<file path="config.mk">
export PLATFORM = sky130hd
export DESIGN_NAME = mhgt_front
export DESIGN_NICKNAME = d
export VERILOG_FILES = /design/src/design/move_history_gravity_table_top_defines.svh /design/src/design/mhgt_pkg.sv /design/src/design/mhgt_front.sv
export SDC_FILE = /design/constraint.sdc
export NUM_CORES = 1
export LEC_CHECK = 0
export ABC_AREA = 1
export BUFFER_PORTS_ARGS = -buffer_cell sky130_fd_sc_hd__buf_2
export CORE_MARGIN = 2
export CORE_UTILIZATION = 46
export DETAILED_ROUTE_END_ITERATION = 10
export GPL_TIMING_DRIVEN = 0
export PLACE_DENSITY = 0.85
export REMOVE_ABC_BUFFERS = 1
export SYNTH_ARGS = -nofsm -noshare
export SYNTH_HDL_FRONTEND = slang
export SYNTH_SLANG_ARGS = --single-unit
</file>
<file path="constraint.sdc">
create_clock -name vclk -period 3.3
set_input_delay 0.495 -clock vclk [all_inputs]
set_output_delay 0.495 -clock vclk [all_outputs]
set_load 0.02 [all_outputs]
</file>
<file path="src/design/move_history_gravity_table_top_defines.svh">
// Assertion macros for the move history gravity table.
`ifndef MOVE_HISTORY_GRAVITY_TABLE_TOP_DEFINES_SVH
`define MOVE_HISTORY_GRAVITY_TABLE_TOP_DEFINES_SVH
`ifndef ASSERT_OFF
`define MHGT_ASSERT_IMP(lbl, ante, cons, msg) \
    lbl: assert property (@(posedge clk) disable iff (!rst_n) (ante) |-> (cons)) \
        else $error(msg);
`define MHGT_ASSERT_NXT(lbl, ante, cons, msg) \
    lbl: assert property (@(posedge clk) disable iff (!rst_n) (ante) |=> (cons)) \
        else $error(msg);
`else
`define MHGT_ASSERT_IMP(lbl, ante, cons, msg)
`define MHGT_ASSERT_NXT(lbl, ante, cons, msg)
`endif
`endif

</file>
<file path="src/design/mhgt_pkg.sv">
// Shared types and constants of the move history gravity table.
package mhgt_pkg;

    localparam int SIDE_IN_W = 1;
    localparam int SQ_IN_W   = 6;
    localparam int BONUS_W   = 17;
    localparam int ENTRY_W   = 18;
    localparam int MAXH_W    = 16;
    localparam int MINH_W    = 17;
    localparam int CFG_W     = 17;
    localparam int CFG_IDX_W = 1;
    localparam int PROD_W    = 35;
    localparam int DVD_W     = 36;
    localparam int DIV_STEPS = 18;
    localparam int DIV_CNT_W = 5;
    localparam int SUM_W     = 38;
    localparam int QUEUE_DEPTH = 2;

    localparam int ENTRY_MAX = 131071;
    localparam int ENTRY_MIN = -131072;

    localparam logic [CFG_IDX_W-1:0] CFG_MAX_HISTORY = 1'b0;
    localparam logic [CFG_IDX_W-1:0] CFG_MIN_HISTORY = 1'b1;

    localparam logic [MAXH_W-1:0]        MAXH_RESET = 16'd16384;
    localparam logic signed [MINH_W-1:0] MINH_RESET = -17'sd16384;

    localparam logic ACT_UPDATE = 1'b0;
    localparam logic ACT_READ   = 1'b1;

    typedef struct packed {
        logic                      action;
        logic signed [BONUS_W-1:0] clamp;
    } item_t;

endpackage

</file>
<file path="src/design/mhgt_front.sv">
// Front end: item intake, address folding and bonus clamp.
module mhgt_front #(
    parameter int SQUARES = 64,
    parameter int SIDES = 2,
    localparam int AW = $clog2(SIDES * SQUARES * SQUARES)
) (
    input  logic                               in_valid,
    output logic                               in_ready,
    input  logic                               action,
    input  logic [mhgt_pkg::SIDE_IN_W-1:0]      side,
    input  logic [mhgt_pkg::SQ_IN_W-1:0]        from_square,
    input  logic [mhgt_pkg::SQ_IN_W-1:0]        to_square,
    input  logic signed [mhgt_pkg::BONUS_W-1:0] bonus,
    input  logic [mhgt_pkg::MAXH_W-1:0]         maxh,
    input  logic signed [mhgt_pkg::MINH_W-1:0]  minh,
    input  logic                               q_full,
    input  logic                               clear_done,
    output logic                               push,
    output mhgt_pkg::item_t                    push_item,
    output logic [AW-1:0]                      push_addr
);
    import mhgt_pkg::*;

    localparam int SQW = $clog2(SQUARES);
    localparam int SDW = (SIDES > 1) ? $clog2(SIDES) : 1;
    localparam int SQ_N = 2 ** SQ_IN_W;
    localparam int SD_N = 2 ** SIDE_IN_W;

    logic [SQW-1:0] sq_tab [SQ_N];
    logic [SDW-1:0] sd_tab [SD_N];

    for (genvar g = 0; g < SQ_N; g++)
    begin : g_sq
        assign sq_tab[g] = SQW'(g % SQUARES);
    end

    for (genvar g = 0; g < SD_N; g++)
    begin : g_sd
        assign sd_tab[g] = SDW'(g % SIDES);
    end

    logic signed [BONUS_W-1:0] maxh_s;
    logic signed [BONUS_W-1:0] clamp_c;

    always_comb
    begin
        maxh_s = $signed({1'b0, maxh});
        if (bonus < minh)
        begin
            clamp_c = minh;
        end
        else if (bonus > maxh_s)
        begin
            clamp_c = maxh_s;
        end
        else
        begin
            clamp_c = bonus;
        end
    end

    assign in_ready         = !q_full && clear_done;
    assign push             = in_valid && in_ready;
    assign push_item.action = action;
    assign push_item.clamp  = clamp_c;
    assign push_addr = AW'(sd_tab[side]) * AW'(SQUARES * SQUARES)
                     + AW'(sq_tab[from_square]) * AW'(SQUARES)
                     + AW'(sq_tab[to_square]);

endmodule

</file>
======== After elaboration in Yosys (flattened, before gate mapping) ========
Memory sizes are Yosys's and may differ from the RTL's.
Cells that the tools add are included.
operators by class
  muxes and demuxes ....................... 9
  bitwise logic cells ..................... 3
  reduce and logical (&&, ||, !) cells .... 3
  magnitude comparators ................... 5
  add/subtract/negate cells ............... 2
operator list
  cell                                                       count
  two-way mux 17 bit                                         2
  two-way mux 6 bit                                          4
  greater-than comparator 17 bit                             1
  < comparator 17 bit                                        1
  greater-or-equal comparator 7 bit (second input constant)  2
  NOT 6 -> 7 bit                                             2
  adder 13 x 12 -> 13 bit                                    1
  adder 13 x 6 -> 13 bit                                     1
  two-way mux 1 bit                                          3
  greater-or-equal comparator 2 bit (second input constant)  1
  logical AND 1 bit                                          2
  NOT 1 -> 2 bit                                             1
  logical NOT 1 bit                                          1
word-level totals
  logic and storage cells ................. 24
  memories ................................ 2
  register bits after elaboration ......... 0
  memory bits (read-only) ................. 768
  output and inout port bits .............. 33
  input port bits ......................... 67
memory list
  memory            depth  width  read ports  clocked after memory_dff  wr ports  line              text
  (name not given)  64     6      1           0                         0         mhgt_front.sv:68  + AW'(sq_tab[to_square]);
  (name not given)  64     6      1           0                         0         mhgt_front.sv:67  + AW'(sq_tab[from_square]) * AW'(SQUARES)

======== Depth between registers and ports, before layout ========
  depth in word-level cells ............... 6
  mapped depth ............................ 16
  mapped depth without buffers ............ 14

======== Least setup slack after synthesis ========
Ideal clock, no wire load.
  path kind ............................... input -> output
  start point ............................. input port maxh[6] (netlist name)
  end point ............................... output port push_item[0] (netlist name)
  arrival ................................. 2.492 ns
  slack ................................... 0.313 ns
  path buffers ............................ 2
  data required time ...................... 2.805 ns
  stages on the path ...................... 15
  cell sequence ........................... inv_1 > ha_1 > a21oi_1 > nor2_1 > a211oi_1 > nand2_1 > nand2_1 > nand3_1 > ha_1 > clkbuf_1 > clkbuf_1 > nand3_1 > nand2_1 > nand3_1 > nand2_1
RTL lines
  element          line              text
  start, declared  mhgt_front.sv:14  input logic [mhgt_pkg::MAXH_W-1:0] maxh,
  end, declared    mhgt_front.sv:19  output mhgt_pkg::item_t push_item,

==> results.md <==
* # IOs at 100
* Pre-Repair DR Iteration Count at 4
* Setup TNS at 0 ns
* Met3 Resource Use GR at 0.0505
* Register area at 0 sq um
* Worst-margin pin slew at 0.456 ns
* Max cap viols at 0
* Crit Path Max Fanout at 8
* Final instance area at 1930 sq um
* Critical Setup Path Class: in -> out
* Setup WS pre-CTS at -0.320 ns
* Non-Filler Instances at about 390
* Iteration-0 DRC Markers at ~110
* Final period utilization at 0.953
* Num sequential at 0
* Routed Wire Length at about 4600 um
* Post-synth cell types at 23
* Initial antenna violation count at 0
* Global Route Usage Sum at 0.218
* Drt drc at 0
* LEAKAGE at around 1.3 nW
* Fin crit period at between 3 and 4 ns
* Vias in the first global route at approximately 1700
* Nets at 443
* Port Buffer Count at 72
* Largest net degree at the start of global routing at 18
* Max Clock Freq at ~320 MHz
* Most frequent cells in the layout: nand2_1, buf_2, nand3_1, inv_1, ha_1
* GR Layer Usage met1 at 0.269
* Post-Syn Area at 1600 sq um
* Post-DR vias/cell at between 5 and 6
* First-pass GRT wire length at 7290 um
* Row Count at 21
* Worst setup margin at roughly 0.15 ns
* WP data required at 2.80 ns
* Synthesis Warnings at 0
* Final Hold Fails at 0
* Dpl cell area at 1850 sq um
* Max IR drop VDD at 84.4 uV
* Initial Util at 0.479
* Share of cells above drive strength 1 at 0.258
* Remaining Overflow, GRT at 0
* Die Y-Extent at 63.0 um
* CP Launch Type: primary input
* Vias at 1980
* Crit path DAT at roughly 2.7 ns
* Routability Congestion at 0.781
* Global route hottest layer: met2
* # setup viols final at 0
* CP Capture Type: output port
* Most common cell after layout, fill and taps aside: nand2_1
* M2 GR Usage at 0.386
* Status: completed
* Core area at 3340 sq um
* Util after Layout at 0.579
* Die X at 63.0 um
* Routed len/inst at 12.0 um
* CLK BUF at 0
* Placed cells at 381
* Pwr Density at 206 nW/um^2
* Area grow syn2layout at 20.9%
* Post-Syn Instances at 285
* Final ANT Viol Nets at 0
* Post-DP HPWL at 3410 um
* Die ar. at 3960 sq um
* HP Class: in -> out
* Synthesized area per cell at 5.61 sq um
* Seq/Total Area, Yosys at 0
* Slew headroom at 0.696
* Ant. Diodes at 0
* Max-slew violation count at 0
==> final cells by class <==
| cell class | instances | area, sq um |
|---|---|---|
| fill | 360 | 1400 |
| multi-input combinational | 216 | 1280 |
| timing repair buffer | 77 | 410 |
| inverter | 48 | 180 |
| tap | 46 | 57.6 |
==> critical path: stages <==
cell	delay [ns]
buf_2	0.12
ha_1	0.30
nand2_1	0.07
inv_1	0.03
o21ai_0	0.17
a21oi_1	0.09
nor3_1	0.18
nand3_1	0.17
ha_4	0.32
o21ai_2	0.20
nand2_1	0.11
nand2_1	0.09
nand3_1	0.07
nand2_1	0.08
buf_2	0.15
==> cells in the mapped netlist, drive strengths merged, types with 2 or more instances <==
| master | number | share of area |
|---|---|---|
| nand3 | 55 | 0.18 |
| ha | 33 | 0.26 |
| clkbuf | 2 | 0.0047 |
| o21ai | 3 | 0.012 |
| nor2 | 16 | 0.041 |
| buf | 20 | 0.097 |
| inv | 48 | 0.11 |
| a21o | 2 | 0.0094 |
| nor3 | 2 | 0.0063 |
| nand4 | 3 | 0.012 |
| a21oi | 9 | 0.028 |
| nand2 | 88 | 0.22 |
==> final timing paths <==
path             to       from  cells after the start
max    push_item[3]  bonus[10]                     15
min   push_item[17]     action                      0
==> kinds of logic after synthesis <==
logic type,share of synthesized area
buffers and inverters,0.214
AO/OA/AOI/OAI,0.0587
AND/OR/NAND/NOR,0.469
adder cells (fa/ha/maj),0.258
==> timing repair <==
action | in CTS | in global routing
setup buffers | 0 | 5
setup endpoints to repair | 16 | 16
hold endpoints to repair | 0 | 0
resized for setup | 2 | 1
hold buffers | 0 | 0
pin swaps | 0 | 1
cloned | 0 | 1
==> metal layers <==
metal | vias to the layer above | part of all wire
met5 | - | 0
met3 | 6 | 0.089
met4 | 0 | 0.0082
met1 | 863 | 0.44
li1 | 1021 | -
met2 | 90 | 0.46
==> through the flow <==
stage                     power (mW)  hold slack, ns
after floorplan                0.248           0.990
after global placement         0.369           0.990
after detailed placement       0.376           0.990
after CTS                      0.381           0.990
after global routing           0.449           0.990
final                          0.399           0.990
==> power breakdown <==
part	switching [mW]	total, mW	internal [mW]
clock	0	0	0
combinational	0.247	0.399	0.152
sequential	0	0	0
Note: power is estimated with default switching activity, not from simulation.
