[config.mk]
export PLATFORM = sky130hd
export DESIGN_NAME = mhgt_queue
export DESIGN_NICKNAME = d
export VERILOG_FILES = /design/src/design/move_history_gravity_table_top_defines.svh /design/src/design/mhgt_queue.sv
export SDC_FILE = /design/constraint.sdc
export NUM_CORES = 1
export LEC_CHECK = 0
export BUFFER_PORTS_ARGS = -buffer_cell sky130_fd_sc_hd__buf_2
export CAP_MARGIN = 30
export CORE_AREA = 2 2 79 81
export CTS_CLUSTER_SIZE = 25
export DETAILED_ROUTE_END_ITERATION = 7
export DIE_AREA = 0 0 81 83
export GPL_TIMING_DRIVEN = 0
export PLACE_DENSITY_LB_ADDON = 0.25
export SYNTH_ARGS = -nofsm -noshare
export SYNTH_HDL_FRONTEND = slang
export SYNTH_SLANG_ARGS = --single-unit
[constraint.sdc]
create_clock -name clk -period 2.45 [get_ports clk]
set_clock_uncertainty 0.05 [all_clocks]
set_input_delay 0 -clock clk [delete_from_list [all_inputs] [get_ports clk]]
set_output_delay 0 -clock clk [all_outputs]
set_load 0.05 [all_outputs]
[src/design/move_history_gravity_table_top_defines.svh]
// Assertion macros for the move history gravity table.
`ifndef MOVE_HISTORY_GRAVITY_TABLE_TOP_DEFINES_SVH
`define MOVE_HISTORY_GRAVITY_TABLE_TOP_DEFINES_SVH
`ifndef ASSERT_OFF
`define MHGT_ASSERT_IMP(lbl, ante, cons, msg) \
    lbl: assert property (@(posedge clk) disable iff (!rst_n) (ante) |-> (cons)) \
        else $error(msg);
`define MHGT_ASSERT_NXT(lbl, ante, cons, msg) \
    lbl: assert property (@(posedge clk) disable iff (!rst_n) (ante) |=> (cons)) \
        else $error(msg);
`else
`define MHGT_ASSERT_IMP(lbl, ante, cons, msg)
`define MHGT_ASSERT_NXT(lbl, ante, cons, msg)
`endif
`endif

[src/design/mhgt_queue.sv]
// Small FIFO between front and back end.
module mhgt_queue #(
    parameter int WIDTH = 32,
    parameter int DEPTH = 2,
    localparam int PW = $clog2(DEPTH),
    localparam int CW = $clog2(DEPTH + 1)
) (
    input  logic             clk,
    input  logic             rst_n,
    input  logic             push,
    input  logic [WIDTH-1:0] wdata,
    input  logic             pop,
    output logic [WIDTH-1:0] rdata,
    output logic             empty,
    output logic             full
);

    logic [WIDTH-1:0] mem_reg [DEPTH];
    logic [PW-1:0]    wr_ptr_reg, wr_ptr_next;
    logic [PW-1:0]    rd_ptr_reg, rd_ptr_next;
    logic [CW-1:0]    count_reg, count_next;

    always_comb
    begin
        wr_ptr_next = wr_ptr_reg;
        rd_ptr_next = rd_ptr_reg;
        count_next  = count_reg;
        if (push)
        begin
            wr_ptr_next = (wr_ptr_reg == PW'(DEPTH - 1)) ? '0 : wr_ptr_reg + 1'b1;
        end
        if (pop)
        begin
            rd_ptr_next = (rd_ptr_reg == PW'(DEPTH - 1)) ? '0 : rd_ptr_reg + 1'b1;
        end
        if (push && !pop)
        begin
            count_next = count_reg + 1'b1;
        end
        else if (pop && !push)
        begin
            count_next = count_reg - 1'b1;
        end
    end

    always_ff @(posedge clk or negedge rst_n)
    begin
        if (!rst_n)
        begin
            wr_ptr_reg <= '0;
            rd_ptr_reg <= '0;
            count_reg  <= '0;
        end
        else
        begin
            wr_ptr_reg <= wr_ptr_next;
            rd_ptr_reg <= rd_ptr_next;
            count_reg  <= count_next;
        end
    end

    always_ff @(posedge clk)
    begin
        if (push)
        begin
            mem_reg[wr_ptr_reg] <= wdata;
        end
    end

    assign rdata = mem_reg[rd_ptr_reg];
    assign empty = (count_reg == '0);
    assign full  = (count_reg == CW'(DEPTH));

endmodule

### Word level (Yosys, flattened, before mapping)

Memory sizes are Yosys's and may differ from the RTL's.
Index checks and enable logic that the tools add are counted.

| operators by class | value |
|---|---|
| mux-type cells | 6 |
| equality and inequality tests | 1 |
| reduce and logical (&&, ||, !) cells | 6 |
| add/sub/neg operators | 4 |

Operator list:

| operator | count |
|---|---|
| 1-bit two-way mux | 4 |
| 2-bit two-way mux | 2 |
| 1-bit adder (second input constant) | 2 |
| 2-bit by 1-bit adder with 2-bit output (second input constant) | 1 |
| 2-bit equality test (second input constant) | 1 |
| 1-bit logical AND | 2 |
| 1-bit logical NOT | 2 |
| 2-bit logical NOT | 1 |
| 2-bit nonzero test | 1 |
| 2-bit by 1-bit subtractor with 2-bit output (second input constant) | 1 |

| word-level totals | value |
|---|---|
| memories | 1 |
| output and inout port bits | 34 |
| flip-flop bits (word level) | 4 |
| input port bits | 36 |
| memory bits (writable) | 64 |
| word-level logic and storage cells | 21 |

Memories:

| name | depth | width | rd ports | clocked after Yosys merged registers in | wr ports | RTL line | text |
|---|---|---|---|---|---|---|---|
| mem_reg | 2 | 32 | 1 | 0 | 1 | mhgt_queue.sv:18 | `logic [WIDTH-1:0] mem_reg [DEPTH];` |

### Logic depth before layout (Yosys ltp)

Gate-level depths: netlist (run 1).

| depth | value |
|---|---|
| depth in word-level cells | 4 |
| mapped depth | 5 |
| gate-level depth less buffers | 5 |

### Worst setup path after synthesis (run 1)

OpenSTA, ideal clock, no wires.

| path | value |
|---|---|
| path type | register -> register |
| start | reg wr_ptr_reg |
| end | mem mem_reg[0][0], enable pin |
| slack | 0.133 ns |
| stages on the path, launching flop included | 2 |
| path buffers | 0 |
| setup time | 0.425 ns |
| data arrival time | 1.842 ns |
| data required time | 1.975 ns |
| period minus slack after synthesis | 2.317 ns |
| cells stage by stage | dfrtp_1 nor2b_1 |

RTL lines:

| element | RTL line | text |
|---|---|---|
| start, declared | mhgt_queue.sv:19 | `logic [PW-1:0] wr_ptr_reg, wr_ptr_next;` |
| start signal, assigned | mhgt_queue.sv:56 | `wr_ptr_reg <= wr_ptr_next;` |
| end, declared | mhgt_queue.sv:18 |  |

Straight into the memory's write port.

### Final worst setup path (run 1)

| path | value |
|---|---|
| start | reg wr_ptr_reg |
| end | mem mem_reg[1][26], enable pin |

Straight into the memory's write port.

==> impl_results.rst, run 1 <==
.. list-table::
   :header-rows: 1

   * - Metric
     - Value
   * - Setup TNS
     - 0 ns
   * - Post-Synthesis Cell Area
     - roughly 2600 µm²
   * - Die Y-Extent
     - around 83 µm
   * - Worst reg2reg endpoint
     - mem_reg[1][26]$_DFFE_PP_
   * - Number of clock buffers inserted by TritonCTS
     - 9
   * - Finish-stage setup viols
     - 0
   * - Req. time, crit path
     - between 2 and 2.5 ns
   * - Final critical-path share of the clock period
     - 0.702
   * - Clock slew at reported path FFs
     - 0.07 ns
   * - Overall die area
     - approximately 6700 µm²
   * - Placed wire-length estimate
     - ~2900 µm
   * - Ant diodes
     - 0
   * - Library cell occupying the most area in the post-synthesis netlist
     - edfxtp_1
   * - Total wire length after detailed routing
     - around 4600 µm
   * - Kind of critical path
     - reg2reg
   * - DRC
     - 0
   * - Post-detailed-route wirelength per cell
     - 14.7 µm
   * - Final Total Pwr
     - 0.00455 W
   * - Area share of the largest cell type after synthesis
     - 0.726
   * - Post-synthesis sequential area ratio
     - 0.763
   * - Standby leakage power
     - approximately 1.5 nW
   * - Antenna violations before repair
     - 0
   * - Worst voltage drop across the vdd grid
     - around 0.00078 V
   * - Count of mapped cells out of synthesis
     - 116
   * - CP max FO
     - 17
   * - Crit path cell chain
     - and2_1 -> buf_16
   * - Effective utilization at floorplan
     - 0.455
   * - Iteration-0 DRC Markers
     - slightly below 60
   * - Reg2reg setup slack
     - 0.73 ns
   * - Count of input and output buffers
     - slightly below 70
   * - RSZ-0062 raised after global routing
     - no
   * - Ports
     - 70
   * - Reg2reg path depth
     - 2
   * - Area after detailed placement
     - around 3100 µm²
   * - Top FF cell, synth
     - edfxtp_1
   * - Clock latency reported for the late side of the worst-skew pair
     - 0.33 ns
   * - Library cell contributing the largest single delay on the critical path
     - and2_1
   * - Total vias in the final route
     - between 1000 and 1500
   * - Number of buffers added for setup after CTS
     - 0
   * - Max-cap violation count
     - 0
   * - TritonCTS clock tree
     - done
   * - Leading cell type by number of instances after synthesis
     - edfxtp_1
   * - Share of the core filled with cells in the final layout
     - 0.630
   * - Max reg flops
     - 64
   * - Warnings from Yosys
     - 0
   * - Number of H-tree levels
     - 3
   * - CTS-repair resized insts
     - 0
   * - Kind of end point of the critical path
     - flip-flop
   * - Max-slew violations
     - 0
   * - Share of post-route cells with drive strength above 1
     - 0.504
   * - Routability congestion estimate from global placement
     - 0.739
   * - Reg-to-reg startpoint
     - wr_ptr_reg$_DFFE_PN0P_
   * - Via count of the first global-routing pass
     - 1635
   * - Core Rows
     - 28
   * - Hold/Removal Path Class
     - in2reg
   * - Synthesized area divided by synthesized cell count
     - around 23 µm²
   * - Most instantiated cells after synthesis
     - edfxtp_1 (64), mux2_4 (29), dfrtp_1 (4), xor2_1 (4)
   * - Stage delay of the slowest cell on the critical path
     - 0.72 ns
   * - Antenna-violating nets left
     - 0
   * - Worst min-delay path endpoint
     - mem_reg[1][9]$_DFFE_PP_
   * - Outcome
     - finished clean
   * - Critical Path Source Type
     - flip-flop
   * - Total GRT Usage
     - 0.150
   * - Largest net degree at the start of global routing
     - 33
   * - Rel. slew slack
     - 0.374
   * - Critical path data arrival time
     - 1.71 ns
   * - Fmax achieved
     - between 0.5 and 0.6 GHz
   * - Post-route cell area
     - approximately 3700 µm²
   * - PwrDens
     - between 1000 and 1500 nW/µm²
   * - Seq cells post-synth
     - 68
   * - Clock buffer depth
     - 2
   * - Synthesis-to-layout area growth
     - 38.4%
   * - Slew of the pin with the lowest slew margin
     - approximately 0.94 ns
   * - Synthesized Nets
     - 153
   * - Via-to-Cell Ratio
     - approximately 4.6
   * - Main area contributors after synthesis
     - edfxtp_1 (73%), mux2_4 (16%), dfrtp_1 (3.8%), buf_12 (2.3%), xor2_1 (1.3%)
   * - Pre-CTS setup slack
     - roughly 0.7 ns
   * - Nets
     - 270
   * - Worst Hold Depth
     - 2
   * - Clk Tree Root Cell
     - clkbuf_8
   * - Source of the worst hold timing path
     - wdata[9]
   * - Number of distinct standard cells referenced by the synthesized netlist
     - 13
   * - First-pass GRT wire length
     - around 7300 µm
   * - Async set-reset flop share out of synthesis
     - 0.0588
   * - Total congestion overflow after global routing
     - 0
   * - Final critical delay including setup and external delays
     - 1.72 ns
   * - Iteration count of the initial detailed-routing pass
     - 4
   * - Final worst-path setup slack
     - around 0.73 ns
   * - Clk sink count
     - 68
   * - Die X-Extent
     - 81 µm
   * - EDFF count, synth
     - 64
   * - Final hold vios
     - 0
   * - Core outline area
     - approximately 5800 µm²
==> where the power goes <==
part | leakage [nW] | switching, W | internal (W)
combinational | 0.769 | 0.00132 | 0.000748
sequential | 0.647 | 0.0000828 | 0.00155
clock | 0.0911 | 0.000386 | 0.000459
total | 1.51 | 0.00179 | 0.00276
==> how the worst max path moves through the flow <==
| stage | startpoint | to | slack (ns) | cells past startpoint |
|---|---|---|---|---|
| after floorplan | wr_ptr_reg$_DFFE_PN0P_ | mem_reg[0][0]$_DFFE_PP_ | 0.13 | 1 |
| final | wr_ptr_reg$_DFFE_PN0P_ | mem_reg[1][26]$_DFFE_PP_ | 0.73 | 2 |
| after CTS | wr_ptr_reg$_DFFE_PN0P_ | mem_reg[1][8]$_DFFE_PP_ | 0.68 | 2 |
| after global placement | wr_ptr_reg$_DFFE_PN0P_ | mem_reg[0][27]$_DFFE_PP_ | -0.50 | 1 |
| after global routing | wr_ptr_reg$_DFFE_PN0P_ | mem_reg[1][26]$_DFFE_PP_ | 0.61 | 2 |
| after detailed placement | wr_ptr_reg$_DFFE_PN0P_ | mem_reg[1][30]$_DFFE_PP_ | 0.70 | 2 |
==> cells in the final DEF (no fill, tap or decap), types with 2 or more instances in the layout <==
cell type	count
clkinv_1	2
clkbuf_8	9
mux2_2	3
nor2_1	2
xor2_1	4
dfrtp_1	4
edfxtp_1	64
buf_2	69
clkinv_2	2
dlygate4sd3_1	36
buf_12	3
mux2_4	29
==> layout make-up <==
class	count	area [µm²]
inverters	1	3.75
clock buffers	10	128
multi-input cells	43	559
well taps	75	93.8
clock inverters	6	55.1
plain buffers	4	71.3
fillers	443	2150
flip-flops and latches	68	2020
repair buffers	106	733
==> logic make-up after synthesis <==
group | count (synthesis) | share of synthesized area
flip-flops | 68 | 0.763
adder cells (fa/ha/maj) | 1 | 0.00472
buffers and inverters | 5 | 0.0283
AND/OR/NAND/NOR | 5 | 0.00992
multiplexers | 32 | 0.177
XOR/XNOR | 5 | 0.0165
==> metal layers <==
metal	global-route usage	vias up	wire (µm)
li1	-	680	-
met1	0.150	712	1720
met2	0.270	45	2570
met3	0.0348	11	183
met4	0.0924	0	113
met5	0	-	0
==> critical path: cells and delay by family, from the launching register on <==
kind	cells	cell delay, ns
buffers and inverters	1	0.23
DFF	1	0.42
and+or+nand+nor	1	0.72
==> what timing repair did <==
item                       in CTS  in global routing
hold buffers                   36                  0
hold endpoints to repair       70                  0
setup endpoints to repair       0                  0
==> metrics by stage <==
step	cells	hold WS (ns)
detailed placement	261	-0.237
finish	313	0.336
global route	313	0.329
CTS	313	0.319
global placement	260	-0.246
floorplan	116	-0.346
(Power assumes the default switching activity.)
==> run 2: changes to the inputs <==
==> constraint.sdc (replaced) <==
create_clock -name clk -period 1.4 [get_ports clk]
set_clock_uncertainty 0.05 [all_clocks]
set_input_delay 0 -clock clk [delete_from_list [all_inputs] [get_ports clk]]
set_output_delay 0 -clock clk [all_outputs]
set_load 0.05 [all_outputs]
==> impl_results.rst, run 2 (synthesis gave the netlist of run 1 again) <==
.. list-table::
   :header-rows: 1

   * - Metric
     - Value
   * - Setup TNS
     - -3.94 ns
   * - Via count of the first global-routing pass
     - 1607
   * - Hold/Removal Path Class
     - in2reg
   * - Total GRT Usage
     - 0.156
   * - DRC
     - 0
   * - Clock slew at reported path FFs
     - approximately 0.070 ns
   * - Kind of end point of the critical path
     - primary output
   * - Number of H-tree levels
     - 3
   * - Largest net degree at the start of global routing
     - 33
   * - Iteration-0 DRC Markers
     - 46
   * - Overall die area
     - a little under 7000 µm²
   * - Final Total Pwr
     - approximately 0.0089 W
   * - Kind of critical path
     - reg2out
   * - Commonest cells after routing, fill and taps aside
     - edfxtp_1 (64), buf_2 (37), dlygate4sd3_1 (36)
   * - Synthesis-to-layout area growth
     - 51.8%
   * - Outcome
     - complete, but fails checks
   * - Max reg flops
     - between 60 and 70
   * - Crit-path leading delay family
     - buffers and inverters
   * - First-pass GRT wire length
     - ~7600 µm
   * - CP max FO
     - 7
   * - Library cell contributing the largest single delay on the critical path
     - dfrtp_1
   * - Final hold vios
     - 0
   * - Die Y-Extent
     - 83 µm
   * - Iteration count of the initial detailed-routing pass
     - 4
   * - Req. time, crit path
     - about 1.4 ns
   * - Die X-Extent
     - 81 µm
   * - Antenna violations before repair
     - 0
   * - Ports
     - 70
   * - Post-detailed-route wirelength per cell
     - between 15 and 20 µm
   * - Total wire length after detailed routing
     - roughly 5100 µm
   * - Total vias in the final route
     - between 1000 and 1500
   * - Count of input and output buffers
     - between 60 and 70
   * - Critical path data arrival time
     - around 1.5 ns
   * - PwrDens
     - ~2200 nW/µm²
   * - Critical Path Source Type
     - flip-flop
   * - Hold WS
     - 0.185 ns
   * - Clock latency reported for the late side of the worst-skew pair
     - between 0.3 and 0.4 ns
   * - Clk sink count
     - 68
   * - Clk Tree Root Cell
     - clkbuf_8
   * - Number of clock buffers inserted by TritonCTS
     - 9
   * - RSZ-0062 raised after global routing
     - yes
   * - Max-cap violation count
     - 0
   * - Effective utilization at floorplan
     - 0.455
   * - Share of post-route cells with drive strength above 1
     - 0.525
   * - Fmax achieved
     - roughly 0.65 GHz
   * - Core Rows
     - 28
   * - Area after detailed placement
     - approximately 3100 µm²
   * - Final critical-path share of the clock period
     - 1.10
   * - Max-slew violations
     - 0
   * - Routability congestion estimate from global placement
     - 0.737
   * - Post-route cell area
     - just over 4000 µm²
   * - Filler Cell Count
     - 393
   * - Antenna-violating nets left
     - 0
   * - Worst voltage drop across the vdd grid
     - 0.00148 V
   * - Nets
     - roughly 280
   * - Pre-CTS setup slack
     - -0.279 ns
   * - Placed wire-length estimate
     - 2750 µm
   * - Clock buffer depth
     - 2
   * - Via-to-Cell Ratio
     - between 4 and 5
   * - Rel. slew slack
     - 0.762
   * - Final critical delay including setup and external delays
     - 1.53 ns
   * - Number of buffers and inverters on the critical path
     - 3
   * - Standby leakage power
     - around 1.7 nW
   * - Final worst-path setup slack
     - -0.134 ns
   * - Slew of the pin with the lowest slew margin
     - about 0.36 ns
   * - Finish-stage setup viols
     - 32
   * - Total congestion overflow after global routing
     - 0
   * - Failing checks
     - negative setup slack
   * - Most common library cell in the layout ignoring fill and taps
     - edfxtp_1
   * - Stage delay of the slowest cell on the critical path
     - ~0.4 ns
   * - Ant diodes
     - 0
   * - Crit path cell chain
     - buf_12 -> buf_16 -> mux2_4 -> buf_8
   * - TritonCTS clock tree
     - done
   * - Core outline area
     - ~5800 µm²
## run 2: cell count changes in the layout (fill, tap and decap cells not counted), moves of 2 or more
cell	delta
mux2_2	-3
buf_6	+25
mux2_4	+3
and2_4	+2
buf_8	+6
buf_16	+2
buf_12	+4
buf_2	-32
## run 2: through the flow
step                instances  utilization
finish                    319        0.691
detailed placement        260        0.532
global route              319        0.691
floorplan                 116            -
CTS                       315        0.680
global placement          260        0.532
## run 2: worst paths after layout
| kind | startpoint | to | slack, ns | depth (start not counted) |
|---|---|---|---|---|
| min in group asynchronous | rst_n | count_reg[0]$_DFFE_PN0P_ | 0.50 | 3 |
| worst max-delay path | rd_ptr_reg$_DFFE_PN0P_ | rdata[9] | -0.13 | 4 |
| worst min register to register | count_reg[1]$_DFFE_PN0P_ | count_reg[1]$_DFFE_PN0P_ | 0.46 | 1 |
| worst min-delay path | push | mem_reg[1][22]$_DFFE_PP_ | 0.18 | 2 |
| max in group asynchronous | rst_n | wr_ptr_reg$_DFFE_PN0P_ | 0.63 | 3 |
| worst max register to register | wr_ptr_reg$_DFFE_PN0P_ | mem_reg[1][25]$_DFFE_PP_ | 0.10 | 1 |
## run 2: routing by layer
metal,wire (µm),part of all wire,GRT usage,vias to the layer above
met5,0,0,0,-
met4,89,0.017,0.0878,0
met3,168,0.033,0.0326,9
met2,2840,0.56,0.273,46
met1,2000,0.39,0.170,717
li1,-,-,-,698
## run 2: where the power goes
part	internal, W	switching, W
logic	0.00223	0.00256
registers	0.00271	0.000183
clock network	0.000607	0.000638
total	0.00555	0.00338
## run 2: repair_timing
action / CTS / global route
pin swaps: 0 / 1
endpoints found under the setup margin: 96 / 96
gates resized for setup: 78 / 3
hold endpoints to repair: 71 / 0
gates cloned: 3 / 2
hold buffers: 36 / 0
buffers inserted: 2 / 2
## run 2: area by class of cell
| class | instances | area [µm²] | share of cell area |
|---|---|---|---|
| clock buffers | 10 | 128 | 0.0317 |
| flip-flops and latches | 68 | 2020 | 0.503 |
| repair buffers | 112 | 1080 | 0.268 |
| inverters | 1 | 3.75 | 0.000934 |
| plain buffers | 4 | 80.1 | 0.0199 |
| multi-input cells | 45 | 596 | 0.148 |
| clock inverters | 4 | 18.8 | 0.00467 |
| well taps | 75 | 93.8 | 0.0233 |
